--- config.mk ---
export PLATFORM = sky130hd
export DESIGN_NAME = link_quality_jitter_grader
export DESIGN_NICKNAME = d
export VERILOG_FILES = /design/src/hdl/lqjg_pkg.sv /design/src/hdl/lqjg_front.sv /design/src/hdl/lqjg_queue.sv /design/src/hdl/lqjg_back.sv /design/src/hdl/link_quality_jitter_grader.sv
export SDC_FILE = /design/constraint.sdc
export NUM_CORES = 2
export LEC_CHECK = 0
export ABC_AREA = 1
export BUFFER_PORTS_ARGS = -buffer_cell sky130_fd_sc_hd__buf_2
export CORE_ASPECT_RATIO = 0.5
export CORE_UTILIZATION = 65
export CTS_CLUSTER_SIZE = 12
export DETAILED_ROUTE_END_ITERATION = 8
export PLACE_DENSITY = 0.9
export RECOVER_POWER = 50
export SLEW_MARGIN = 10
export SYNTH_ARGS = -nofsm -noshare
export SYNTH_HDL_FRONTEND = slang
export SYNTH_SLANG_ARGS = --single-unit
--- constraint.sdc ---
create_clock -name i_clk -period 8.9 [get_ports i_clk]
set_input_delay 0.445 -clock i_clk [delete_from_list [all_inputs] [get_ports i_clk]]
set_output_delay 0.445 -clock i_clk [all_outputs]
set_load 0.1 [all_outputs]
--- src/hdl/lqjg_pkg.sv ---
// Shared types, codes and constants of the link quality jitter grader.
// No dependencies; every other file of the block imports this package.
package lqjg_pkg;

    typedef enum logic [1:0] {
        CMD_SAMPLE = 2'd0,
        CMD_EVENT  = 2'd1,
        CMD_CLEAR  = 2'd2,
        CMD_NONE   = 2'd3
    } t_cmd;

    localparam logic [2:0] SESS_IDLE       = 3'd0;
    localparam logic [2:0] SESS_CONNECTING = 3'd1;
    localparam logic [2:0] SESS_STREAMING  = 3'd2;
    localparam logic [2:0] SESS_BACKOFF    = 3'd3;
    localparam logic [2:0] SESS_RECONNECT  = 3'd4;
    localparam logic [2:0] SESS_ERROR      = 3'd5;
    localparam logic [2:0] SESS_STOPPED    = 3'd6;

    localparam logic [1:0] LEVEL_GOOD = 2'd0;
    localparam logic [1:0] LEVEL_FAIR = 2'd1;
    localparam logic [1:0] LEVEL_POOR = 2'd2;
    localparam logic [1:0] LEVEL_BAD  = 2'd3;

    localparam logic [15:0] VD_BAD   = 16'd1000;
    localparam logic [15:0] WB_BAD   = 16'd500;
    localparam logic [15:0] RTT_BAD  = 16'd500;
    localparam logic [15:0] VD_POOR  = 16'd400;
    localparam logic [15:0] WB_POOR  = 16'd150;
    localparam logic [15:0] RTT_POOR = 16'd200;
    localparam logic [15:0] JIT_POOR = 16'd80;
    localparam logic [15:0] VD_FAIR  = 16'd150;
    localparam logic [15:0] WB_FAIR  = 16'd50;
    localparam logic [15:0] RTT_FAIR = 16'd120;
    localparam logic [15:0] JIT_FAIR = 16'd40;

    localparam logic [15:0] COUNT_MAX = 16'hFFFF;

    // One classified item as it travels from the front end to the executor.
    typedef struct packed {
        t_cmd        cmd;
        logic        has_rtt;
        logic [15:0] rtt;
        logic [15:0] video_delay;
        logic [15:0] write_block;
        logic [2:0]  session;
    } t_item;

    typedef struct packed {
        logic full;
        logic empty;
    } t_qstat;

    typedef enum logic [3:0] {
        EX_IDLE,
        EX_SQUARE_OLD,
        EX_ACCUM,
        EX_MUL_SQ,
        EX_MUL_SUM,
        EX_SPREAD,
        EX_SQRT,
        EX_DIV,
        EX_OUT
    } t_ex_state;

    function automatic logic [1:0] grade_level(
        input logic [2:0]  session,
        input logic [15:0] vd,
        input logic [15:0] wb,
        input logic [15:0] rtt,
        input logic [15:0] jit
    );
        logic [1:0] level;
        if (session == SESS_IDLE || session == SESS_ERROR || session == SESS_STOPPED) begin
            level = LEVEL_BAD;
        end else if (vd >= VD_BAD || wb >= WB_BAD || rtt >= RTT_BAD) begin
            level = LEVEL_BAD;
        end else if (vd >= VD_POOR || wb >= WB_POOR || rtt >= RTT_POOR
                     || jit >= JIT_POOR) begin
            level = LEVEL_POOR;
        end else if (vd >= VD_FAIR || wb >= WB_FAIR || rtt >= RTT_FAIR
                     || jit >= JIT_FAIR) begin
            level = LEVEL_FAIR;
        end else begin
            level = LEVEL_GOOD;
        end
        return level;
    endfunction

endpackage

--- src/hdl/lqjg_front.sv ---
// Front end: registers an incoming item and classifies its command.
// Depends on lqjg_pkg.
module lqjg_front
    import lqjg_pkg::*;
(
    input  logic        i_clk,
    input  logic        i_rst_n,
    input  logic        i_in_valid,
    output logic        o_in_ready,
    input  logic [1:0]  i_command,
    input  logic [15:0] i_rtt_ms,
    input  logic [15:0] i_video_delay_ms,
    input  logic [15:0] i_write_block_ms,
    input  logic [2:0]  i_session_state,
    output logic        o_push,
    output t_item       o_item,
    input  logic        i_q_full
);

    logic  r_valid;
    t_item r_item;
    t_item n_item;

    assign o_push     = r_valid && !i_q_full;
    assign o_in_ready = !r_valid || !i_q_full;
    assign o_item     = r_item;

    always_comb begin
        n_item.cmd         = t_cmd'(i_command);
        n_item.has_rtt     = (i_rtt_ms != 16'd0);
        n_item.rtt         = i_rtt_ms;
        n_item.video_delay = i_video_delay_ms;
        n_item.write_block = i_write_block_ms;
        n_item.session     = i_session_state;
    end

    always_ff @(posedge i_clk) begin
        if (!i_rst_n) begin
            r_valid <= 1'b0;
        end else if (o_in_ready) begin
            r_valid <= i_in_valid;
        end
    end

    always_ff @(posedge i_clk) begin
        if (o_in_ready && i_in_valid) begin
            r_item <= n_item;
        end
    end

endmodule

--- src/hdl/lqjg_queue.sv ---
// Two-entry queue between the front end and the executor.
// Depends on lqjg_pkg.
module lqjg_queue
    import lqjg_pkg::*;
(
    input  logic   i_clk,
    input  logic   i_rst_n,
    input  logic   i_push,
    input  t_item  i_item,
    input  logic   i_pop,
    output t_item  o_item,
    output t_qstat o_stat
);

    t_item      r_slot [2];
    logic       r_wr_ptr;
    logic       r_rd_ptr;
    logic [1:0] r_count;

    assign o_item       = r_slot[r_rd_ptr];
    assign o_stat.full  = (r_count == 2'd2);
    assign o_stat.empty = (r_count == 2'd0);

    always_ff @(posedge i_clk) begin
        if (!i_rst_n) begin
            r_wr_ptr <= 1'b0;
            r_rd_ptr <= 1'b0;
            r_count  <= 2'd0;
        end else begin
            if (i_push) begin
                r_wr_ptr <= !r_wr_ptr;
            end
            if (i_pop) begin
                r_rd_ptr <= !r_rd_ptr;
            end
            if (i_push && !i_pop) begin
                r_count <= r_count + 2'd1;
            end else if (i_pop && !i_push) begin
                r_count <= r_count - 2'd1;
            end
        end
    end

    always_ff @(posedge i_clk) begin
        if (i_push) begin
            r_slot[r_wr_ptr] <= i_item;
        end
    end

endmodule

--- src/hdl/lqjg_back.sv ---
// Executor: keeps the rtt window and session statistics, computes the jitter
// with a bit-serial square root and divide, and holds the result register.
// Depends on lqjg_pkg.
module lqjg_back
    import lqjg_pkg::*;
#(
    parameter int WINDOW = 10
) (
    input  logic        i_clk,
    input  logic        i_rst_n,
    input  t_item       i_item,
    input  logic        i_q_empty,
    output logic        o_pop,
    output logic        o_out_valid,
    input  logic        i_out_ready,
    output logic [1:0]  o_network_level,
    output logic [15:0] o_jitter_ms,
    output logic [15:0] o_reconnect_count
);

    localparam int HW       = $clog2(WINDOW);
    localparam int NW       = $clog2(WINDOW + 1);
    localparam int SUM_W    = 16 + HW;
    localparam int SQ_W     = 32 + HW;
    localparam int SPREAD_W = SQ_W + NW;
    localparam int ROOT_W   = (SPREAD_W + 1) / 2;
    localparam int RAD_W    = 2 * ROOT_W;
    localparam int CW       = $clog2(ROOT_W + 1);

    t_ex_state r_state;
    t_ex_state n_state;

    logic [15:0]       r_window [WINDOW];
    logic [NW-1:0]     r_fill;
    logic [HW-1:0]     r_head;
    logic [SUM_W-1:0]  r_sum;
    logic [SQ_W-1:0]   r_sq_sum;
    logic [15:0]       r_last_rtt;
    logic [15:0]       r_last_vd;
    logic [15:0]       r_last_wb;
    logic [2:0]        r_session;
    logic [15:0]       r_jitter;
    logic              r_streamed;
    logic              r_pending;
    logic [15:0]       r_reconnects;

    logic [15:0]       r_new_rtt;
    logic [15:0]       r_old_rtt;
    logic [31:0]       r_new_sq;
    logic [31:0]       r_old_sq;
    logic [RAD_W-1:0]  r_prod_a;
    logic [RAD_W-1:0]  r_prod_b;
    logic [RAD_W-1:0]  r_rad;
    logic [ROOT_W-1:0] r_srem;
    logic [ROOT_W-1:0] r_root;
    logic [NW-1:0]     r_drem;
    logic [CW-1:0]     r_cnt;

    logic              r_out_valid;
    logic [1:0]        r_out_level;
    logic [15:0]       r_out_jitter;
    logic [15:0]       r_out_count;

    logic                 out_load;
    logic                 full;
    logic                 last_step;
    logic [HW-1:0]        head_nx;
    logic [SPREAD_W-1:0]  prod_fill_sq;
    logic [2*SUM_W-1:0]   prod_sum_sum;
    logic [ROOT_W+1:0]    rem_sh;
    logic [ROOT_W+1:0]    trial;
    logic                 sq_bit;
    logic [ROOT_W-1:0]    srem_nx;
    logic [ROOT_W-1:0]    root_nx;
    logic [NW:0]          div_t;
    logic                 div_bit;
    logic [NW-1:0]        drem_nx;
    logic [ROOT_W-1:0]    quot_nx;

    assign full      = (r_fill == NW'(WINDOW));
    assign last_step = (r_cnt == CW'(1));
    assign head_nx   = (r_head == HW'(WINDOW - 1)) ? '0 : r_head + HW'(1);

    assign prod_fill_sq = SPREAD_W'(r_sq_sum) * SPREAD_W'(r_fill);
    assign prod_sum_sum = (2 * SUM_W)'(r_sum) * (2 * SUM_W)'(r_sum);

    // One result bit of the square root per cycle, radicand consumed two bits at a time.
    assign rem_sh  = {r_srem, r_rad[RAD_W-1 -: 2]};
    assign trial   = {r_root, 2'b01};
    assign sq_bit  = (rem_sh >= trial);
    assign srem_nx = sq_bit ? ROOT_W'(rem_sh - trial) : ROOT_W'(rem_sh);
    assign root_nx = {r_root[ROOT_W-2:0], sq_bit};

    // Restoring divide of the root by the fill count, one quotient bit per cycle.
    assign div_t   = {r_drem, r_root[ROOT_W-1]};
    assign div_bit = (div_t >= {1'b0, r_fill});
    assign drem_nx = div_bit ? NW'(div_t - {1'b0, r_fill}) : NW'(div_t);
    assign quot_nx = {r_root[ROOT_W-2:0], div_bit};

    // Next state.
    always_comb begin
        n_state = r_state;
        unique case (r_state)
            EX_IDLE: begin
                if (!i_q_empty) begin
                    if (i_item.cmd == CMD_SAMPLE && i_item.has_rtt) begin
                        n_state = EX_SQUARE_OLD;
                    end else if (i_item.cmd == CMD_SAMPLE) begin
                        n_state = EX_MUL_SQ;
                    end else begin
                        n_state = EX_OUT;
                    end
                end
            end
            EX_SQUARE_OLD: n_state = EX_ACCUM;
            EX_ACCUM:      n_state = EX_MUL_SQ;
            EX_MUL_SQ:     n_state = (r_fill < NW'(2)) ? EX_OUT : EX_MUL_SUM;
            EX_MUL_SUM:    n_state = EX_SPREAD;
            EX_SPREAD:     n_state = EX_SQRT;
            EX_SQRT:       n_state = last_step ? EX_DIV : EX_SQRT;
            EX_DIV:        n_state = last_step ? EX_OUT : EX_DIV;
            EX_OUT:        n_state = out_load ? EX_IDLE : EX_OUT;
            default:       n_state = EX_IDLE;
        endcase
    end

    // Handshake strobes.
    always_comb begin
        o_pop    = (r_state == EX_IDLE) && !i_q_empty;
        out_load = (r_state == EX_OUT) && (!r_out_valid || i_out_ready);
    end

    always_ff @(posedge i_clk) begin
        if (!i_rst_n) begin
            r_state <= EX_IDLE;
        end else begin
            r_state <= n_state;
        end
    end

    // Statistics that have reset values.
    always_ff @(posedge i_clk) begin
        if (!i_rst_n) begin
            r_fill       <= '0;
            r_head       <= '0;
            r_sum        <= '0;
            r_sq_sum     <= '0;
            r_last_rtt   <= '0;
            r_last_vd    <= '0;
            r_last_wb    <= '0;
            r_session    <= SESS_IDLE;
            r_jitter     <= '0;
            r_streamed   <= 1'b0;
            r_pending    <= 1'b0;
            r_reconnects <= '0;
        end else begin
            unique case (r_state)
                EX_IDLE: begin
                    if (o_pop) begin
                        unique case (i_item.cmd)
                            CMD_SAMPLE: begin
                                r_last_rtt <= i_item.rtt;
                                r_last_vd  <= i_item.video_delay;
                                r_last_wb  <= i_item.write_block;
                                r_session  <= i_item.session;
                            end
                            CMD_EVENT: begin
                                if (i_item.session == SESS_STREAMING) begin
                                    r_streamed <= 1'b1;
                                    r_pending  <= 1'b0;
                                end else if (r_streamed
                                             && (i_item.session == SESS_ERROR
                                                 || i_item.session == SESS_BACKOFF
                                                 || i_item.session == SESS_RECONNECT)) begin
                                    r_pending <= 1'b1;
                                end else if (r_pending
                                             && i_item.session == SESS_CONNECTING) begin
                                    if (r_reconnects != COUNT_MAX) begin
                                        r_reconnects <= r_reconnects + 16'd1;
                                    end
                                    r_pending <= 1'b0;
                                end
                                r_session <= i_item.session;
                            end
                            CMD_CLEAR: begin
                                r_fill       <= '0;
                                r_head       <= '0;
                                r_sum        <= '0;
                                r_sq_sum     <= '0;
                                r_last_rtt   <= '0;
                                r_last_vd    <= '0;
                                r_last_wb    <= '0;
                                r_session    <= SESS_IDLE;
                                r_jitter     <= '0;
                                r_streamed   <= 1'b0;
                                r_pending    <= 1'b0;
                                r_reconnects <= '0;
                            end
                            CMD_NONE: begin
                            end
                            default: begin
                            end
                        endcase
                    end
                end
                EX_ACCUM: begin
                    // A full window drops its oldest entry, which sits at the head.
                    if (full) begin
                        r_sum    <= r_sum - SUM_W'(r_old_rtt) + SUM_W'(r_new_rtt);
                        r_sq_sum <= r_sq_sum - SQ_W'(r_old_sq) + SQ_W'(r_new_sq);
                    end else begin
                        r_sum    <= r_sum + SUM_W'(r_new_rtt);
                        r_sq_sum <= r_sq_sum + SQ_W'(r_new_sq);
                        r_fill   <= r_fill + NW'(1);
                    end
                    r_head <= head_nx;
                end
                EX_MUL_SQ: begin
                    if (r_fill < NW'(2)) begin
                        r_jitter <= '0;
                    end
                end
                EX_DIV: begin
                    if (last_step) begin
                        r_jitter <= quot_nx[15:0];
                    end
                end
                default: begin
                end
            endcase
        end
    end

    // Window memory: read at the head every cycle, written once per rtt sample.
    always_ff @(posedge i_clk) begin
        r_old_rtt <= r_window[r_head];
        if (r_state == EX_ACCUM) begin
            r_window[r_head] <= r_new_rtt;
        end
    end

    // Arithmetic datapath.
    always_ff @(posedge i_clk) begin
        unique case (r_state)
            EX_IDLE: begin
                r_new_rtt <= i_item.rtt;
                r_new_sq  <= 32'(i_item.rtt) * 32'(i_item.rtt);
            end
            EX_SQUARE_OLD: begin
                r_old_sq <= 32'(r_old_rtt) * 32'(r_old_rtt);
            end
            EX_MUL_SQ: begin
                r_prod_a <= RAD_W'(prod_fill_sq);
            end
            EX_MUL_SUM: begin
                r_prod_b <= RAD_W'(prod_sum_sum);
            end
            EX_SPREAD: begin
                r_rad  <= r_prod_a - r_prod_b;
                r_srem <= '0;
                r_root <= '0;
                r_cnt  <= CW'(ROOT_W);
            end
            EX_SQRT: begin
                r_rad  <= {r_rad[RAD_W-3:0], 2'b00};
                r_srem <= srem_nx;
                if (last_step) begin
                    r_root <= root_nx;
                    r_drem <= '0;
                    r_cnt  <= CW'(ROOT_W);
                end else begin
                    r_root <= root_nx;
                    r_cnt  <= r_cnt - CW'(1);
                end
            end
            EX_DIV: begin
                r_drem <= drem_nx;
                r_root <= quot_nx;
                r_cnt  <= r_cnt - CW'(1);
            end
            default: begin
            end
        endcase
    end

    // Result register.
    always_ff @(posedge i_clk) begin
        if (!i_rst_n) begin
            r_out_valid <= 1'b0;
        end else if (out_load) begin
            r_out_valid <= 1'b1;
        end else if (i_out_ready) begin
            r_out_valid <= 1'b0;
        end
    end

    always_ff @(posedge i_clk) begin
        if (out_load) begin
            r_out_level  <= grade_level(r_session, r_last_vd, r_last_wb, r_last_rtt, r_jitter);
            r_out_jitter <= r_jitter;
            r_out_count  <= r_reconnects;
        end
    end

    assign o_out_valid       = r_out_valid;
    assign o_network_level   = r_out_level;
    assign o_jitter_ms       = r_out_jitter;
    assign o_reconnect_count = r_out_count;

endmodule

--- src/hdl/link_quality_jitter_grader.sv ---
// Top level of the link quality jitter grader: front end, queue and executor.
// Depends on lqjg_pkg, lqjg_front, lqjg_queue and lqjg_back.
//
// Every item on the input channel (i_in_valid / o_in_ready) carries one command:
// a stats sample, a session state event, a clear, or the unused code that only
// reports. Each yields exactly one result item on the output channel
// (o_out_valid / i_out_ready): network level, jitter and reconnect count.
// Items pass a one-item input register and a two-entry queue, and the executor
// runs them one at a time. Its time per item is set by the bit-serial square
// root and divide of R steps each, R = ceil((32 + clog2(WINDOW) +
// clog2(WINDOW+1)) / 2). With fewer than two samples held the root is skipped,
// and events, clears and the unused code skip the arithmetic altogether.
// Reset clears all statistics and flags, empties the queue and drops any
// pending result; the rtt window memory is not cleared. When the receiver
// stalls, the result waits in the output register, the executor finishes its
// next item and holds it, and the queue and input register fill up before
// o_in_ready falls.
module link_quality_jitter_grader
    import lqjg_pkg::*;
#(
    parameter int WINDOW = 10
) (
    input  logic        i_clk,
    input  logic        i_rst_n,
    input  logic        i_in_valid,
    output logic        o_in_ready,
    input  logic [1:0]  i_command,
    input  logic [15:0] i_rtt_ms,
    input  logic [15:0] i_video_delay_ms,
    input  logic [15:0] i_write_block_ms,
    input  logic [2:0]  i_session_state,
    output logic        o_out_valid,
    input  logic        i_out_ready,
    output logic [1:0]  o_network_level,
    output logic [15:0] o_jitter_ms,
    output logic [15:0] o_reconnect_count
);

    logic   push;
    logic   pop;
    t_item  front_item;
    t_item  head_item;
    t_qstat qstat;

    // The front end registers and classifies each item.
    lqjg_front u_front (
        .i_clk            (i_clk),
        .i_rst_n          (i_rst_n),
        .i_in_valid       (i_in_valid),
        .o_in_ready       (o_in_ready),
        .i_command        (i_command),
        .i_rtt_ms         (i_rtt_ms),
        .i_video_delay_ms (i_video_delay_ms),
        .i_write_block_ms (i_write_block_ms),
        .i_session_state  (i_session_state),
        .o_push           (push),
        .o_item           (front_item),
        .i_q_full         (qstat.full)
    );

    // The queue lets the front end keep accepting while the executor is busy.
    lqjg_queue u_queue (
        .i_clk   (i_clk),
        .i_rst_n (i_rst_n),
        .i_push  (push),
        .i_item  (front_item),
        .i_pop   (pop),
        .o_item  (head_item),
        .o_stat  (qstat)
    );

    // The executor updates the statistics and produces the result.
    lqjg_back #(
        .WINDOW (WINDOW)
    ) u_back (
        .i_clk             (i_clk),
        .i_rst_n           (i_rst_n),
        .i_item            (head_item),
        .i_q_empty         (qstat.empty),
        .o_pop             (pop),
        .o_out_valid       (o_out_valid),
        .i_out_ready       (i_out_ready),
        .o_network_level   (o_network_level),
        .o_jitter_ms       (o_jitter_ms),
        .o_reconnect_count (o_reconnect_count)
    );

    // The front end never pushes into a full queue.
    a_no_overflow: assert property (@(posedge i_clk) disable iff (!i_rst_n)
        push |-> !qstat.full)
        else $error("queue push while full");

    // The executor never takes an item from an empty queue.
    a_no_underflow: assert property (@(posedge i_clk) disable iff (!i_rst_n)
        pop |-> !qstat.empty)
        else $error("queue pop while empty");

    // Reset drops any pending result.
    a_reset_clears_out: assert property (@(posedge i_clk)
        !i_rst_n |=> !o_out_valid)
        else $error("result valid right after reset");

    // The input channel is ready whenever the queue has room.
    a_ready_when_room: assert property (@(posedge i_clk) disable iff (!i_rst_n)
        !qstat.full |-> o_in_ready)
        else $error("input stalled with room in the queue");

endmodule
==> impl_metrics.yaml <==
run_status:
  outcome: "complete, but fails checks"
  violations: "max-capacitance violations, max-slew violations"
global_routing:
  grt_max_degree: 74
  grt_overflow: 0
  grt_pass1_wl_um: 315200
  grt_usage: 0.3634
  first_global_vias: 59228
  antenna_found_initial: 2
clocking:
  path_clk_slew_ns: 0.07
  cts_max_level: 3
  cts_buffer_depth: 3
  clock_latency_ns: 0.69
  post_cts_resize_count: 0
  numCtsBuffers: 77
  cts_root_buf: "clkbuf_16"
  cts_tree: "yes"
  cts.sinks: 767
  post-cts-setup-buffer-count: 0
critical_path:
  cp.required_ns: 9.34
  worstSetupPathType: "flip-flop to flip-flop"
  critPathLaunchType: "flip-flop"
  worstSetupEndpointType: "flip-flop"
  cp.arrival_ns: 8.25
  critPathMaxFanout: 21
timing:
  fin_skew_ns: 0.03302
  hold_viol_final: 0
  worstMarginPinSlew_ns: 3.856
  max_freq_mhz: 128.1
  period_minus_slack_ns: 7.809
  setup_viol: 0
  relSlewSlack: -1.580
  min_period_over_period: 0.8774
  grt_setup_unrepaired: "false"
  tns_ns: 0
  final_max_slew_viol_count: 452
layout:
  register_area_um2: 21310
  multi_input_area_um2: 42610
  areaGrowthSynthToFinish_pct: 6.953
  drive_gt1_frac: 0.03283
  nFillCells: 7947
  fin_area_um2: 76660
  utilization: 0.7066
  nets: 9975
synth:
  synthDistinctLibCells: 58
  syn_avg_cell_area_um2: 8.414
  synth_cells: 8518
  synth_nets: 9875
  yosys.area.top_type_share: 0.2493
  synthFlopType: "edfxtp_1"
  synth_top_cells_by_count: "1853 x inv_1, 1689 x nand2_1, 726 x fa_1"
  synth_area_leaders: "edfxtp_1 25%, fa_1 20%, ha_1 10%"
  synth-seq-cells: 767
  yosysWarnings: 0
  syn-cell-area_um2: 71670
  synth_sequential_area_ratio: 0.2973
  synth_edf_count: 595
  synth_area_leader_cell: "edfxtp_1"
  ys_async_sr_fraction: 0
  yosysMostFrequentCell: "inv_1"
floorplanning:
  die_y_um: 236.8
  die-area_um2: 111700
  row_count: 85
  ios: 93
  die_w_um: 471.6
  initial_core_util: 0.6607
  core_area_um2: 108500
routing:
  drtIter0Drc: 6674
  antenna_left: 0
  via_per_inst: 5.834
  dr.pass1.iters: 6
  wire_per_inst_um: 19.80
  drcViolationCount: 0
  wl_um: 200300
  detailroute.via_count: 59022
place:
  place_hpwl_um: 152700
  place.port_buffers: 90
  gp_congestion: 1.067
  place_area_um2: 73940
worst_hold_path:
  hp-class: "input port to flip-flop"
flow_run:
  drv_cap: 12
==> timing repair <==
item                                    4_1_cts  5_1_grt
endpoints found under the setup margin        0        0
hold buffers                                 51        0
endpoints found under the hold margin        51        0
==> area by class of cell <==
cell class                      count  share of cell area
Clock buffer                      127             0.02837
Sequential cell                   767              0.2780
Inverter                         1874             0.09185
Timing Repair Buffer              232             0.02019
Clock inverter                     15            0.002285
Multi-Input combinational cell   5666              0.5558
Tap cell                         1435             0.02342
Antenna cell                        1          0.00003264
==> routing by layer <==
layer | wire [um] | GRT usage | share of wire
met5 | 161 | 0 | 0.00080
met4 | 9891 | 0.1589 | 0.049
met3 | 24950 | 0.08652 | 0.12
met2 | 87980 | 0.5661 | 0.44
met1 | 77360 | 0.4873 | 0.39
==> kinds of logic (layout without fill, tap and decap cells) <==
logic type | after synthesis | in the layout | synth area share
fa+ha+maj | 1300 | 1300 | 0.3030
simple gates | 3003 | 3003 | 0.1724
flops | 767 | 767 | 0.2973
other cells | 0 | 1 | 0
compound gates | 1140 | 1140 | 0.09046
xor+xnor | 223 | 223 | 0.02725
buf+inv | 2085 | 2248 | 0.1096
==> cells in the final DEF (no fill, tap or decap), drive strengths merged, types with 35 or more instances in the layout <==
cell type,count
clkbuf,192
ha,574
dfxtp,172
o21bai,47
edfxtp,595
xor2,135
nor2,706
a31oi,71
nand3,363
nand2,1689
nor3,91
dlygate4sd3,51
xnor2,88
a21o,44
fa,726
a22oi,35
a21oi,477
o21ai,351
buf,116
inv,1866
nand4,59
==> worst max-delay path, cell delays in order, from the launching register on <==
cell,delay [ns]
dfxtp_2,0.43
o21ai_0,1.21
inv_1,0.73
nor2_1,0.43
fa_1,0.51
fa_1,0.51
inv_1,0.05
fa_1,0.54
inv_1,0.05
fa_1,0.42
fa_1,0.58
inv_1,0.08
fa_1,0.48
inv_1,0.04
ha_1,0.33
nand2_1,0.12
nor4_1,0.48
nand4_1,0.14
nand2_1,0.18
a21oi_1,0.11
xnor2_1,0.13
==> flip-flops by register name, indices dropped and copies added, names as in the netlist, 20 cells and up, named ones only <==
name / cells
u_back.r_window: 160
u_queue.r_slot: 104
u_front.o_item: 52
u_back.r_prod_a: 40
u_back.r_rad: 40
u_back.r_prod_b: 39
u_back.r_sq_sum: 36
u_back.r_new_sq: 31
u_back.r_old_sq: 31
u_back.r_root: 20
u_back.r_srem: 20
u_back.r_sum: 20
==> per-stage QoR <==
step	hold WS (ns)	cells	setup WS [ns]
after floorplan	0.4030	8518	2.566
after global placement	0.4221	9923	1.587
after detailed placement	0.4212	9923	1.545
after CTS	0.09016	10116	1.527
after global routing	0.1297	10116	0.8096
final	0.1208	10117	1.091
==> worst paths after layout <==
kind / start / end / slack (ns) / depth (start not counted)
worst max-delay path: flip-flop / u_back.r_new_sq[26]$_DFFE_PP_ / 1.09 / 20
worst min-delay path: i_in_valid / u_front.r_valid$_SDFFE_PN0N_ / 0.12 / 3
worst max register to register: flip-flop / u_back.r_new_sq[26]$_DFFE_PP_ / 1.09 / 20
worst min register to register: u_front.o_item[29]$_DFFE_PP_ / u_queue.r_slot[1][29]$_DFFE_PP_ / 0.43 / 0
Power is left out: the tool's default activity adds up to more than one toggle a clock period on the data nets, which glitch-free logic cannot reach.
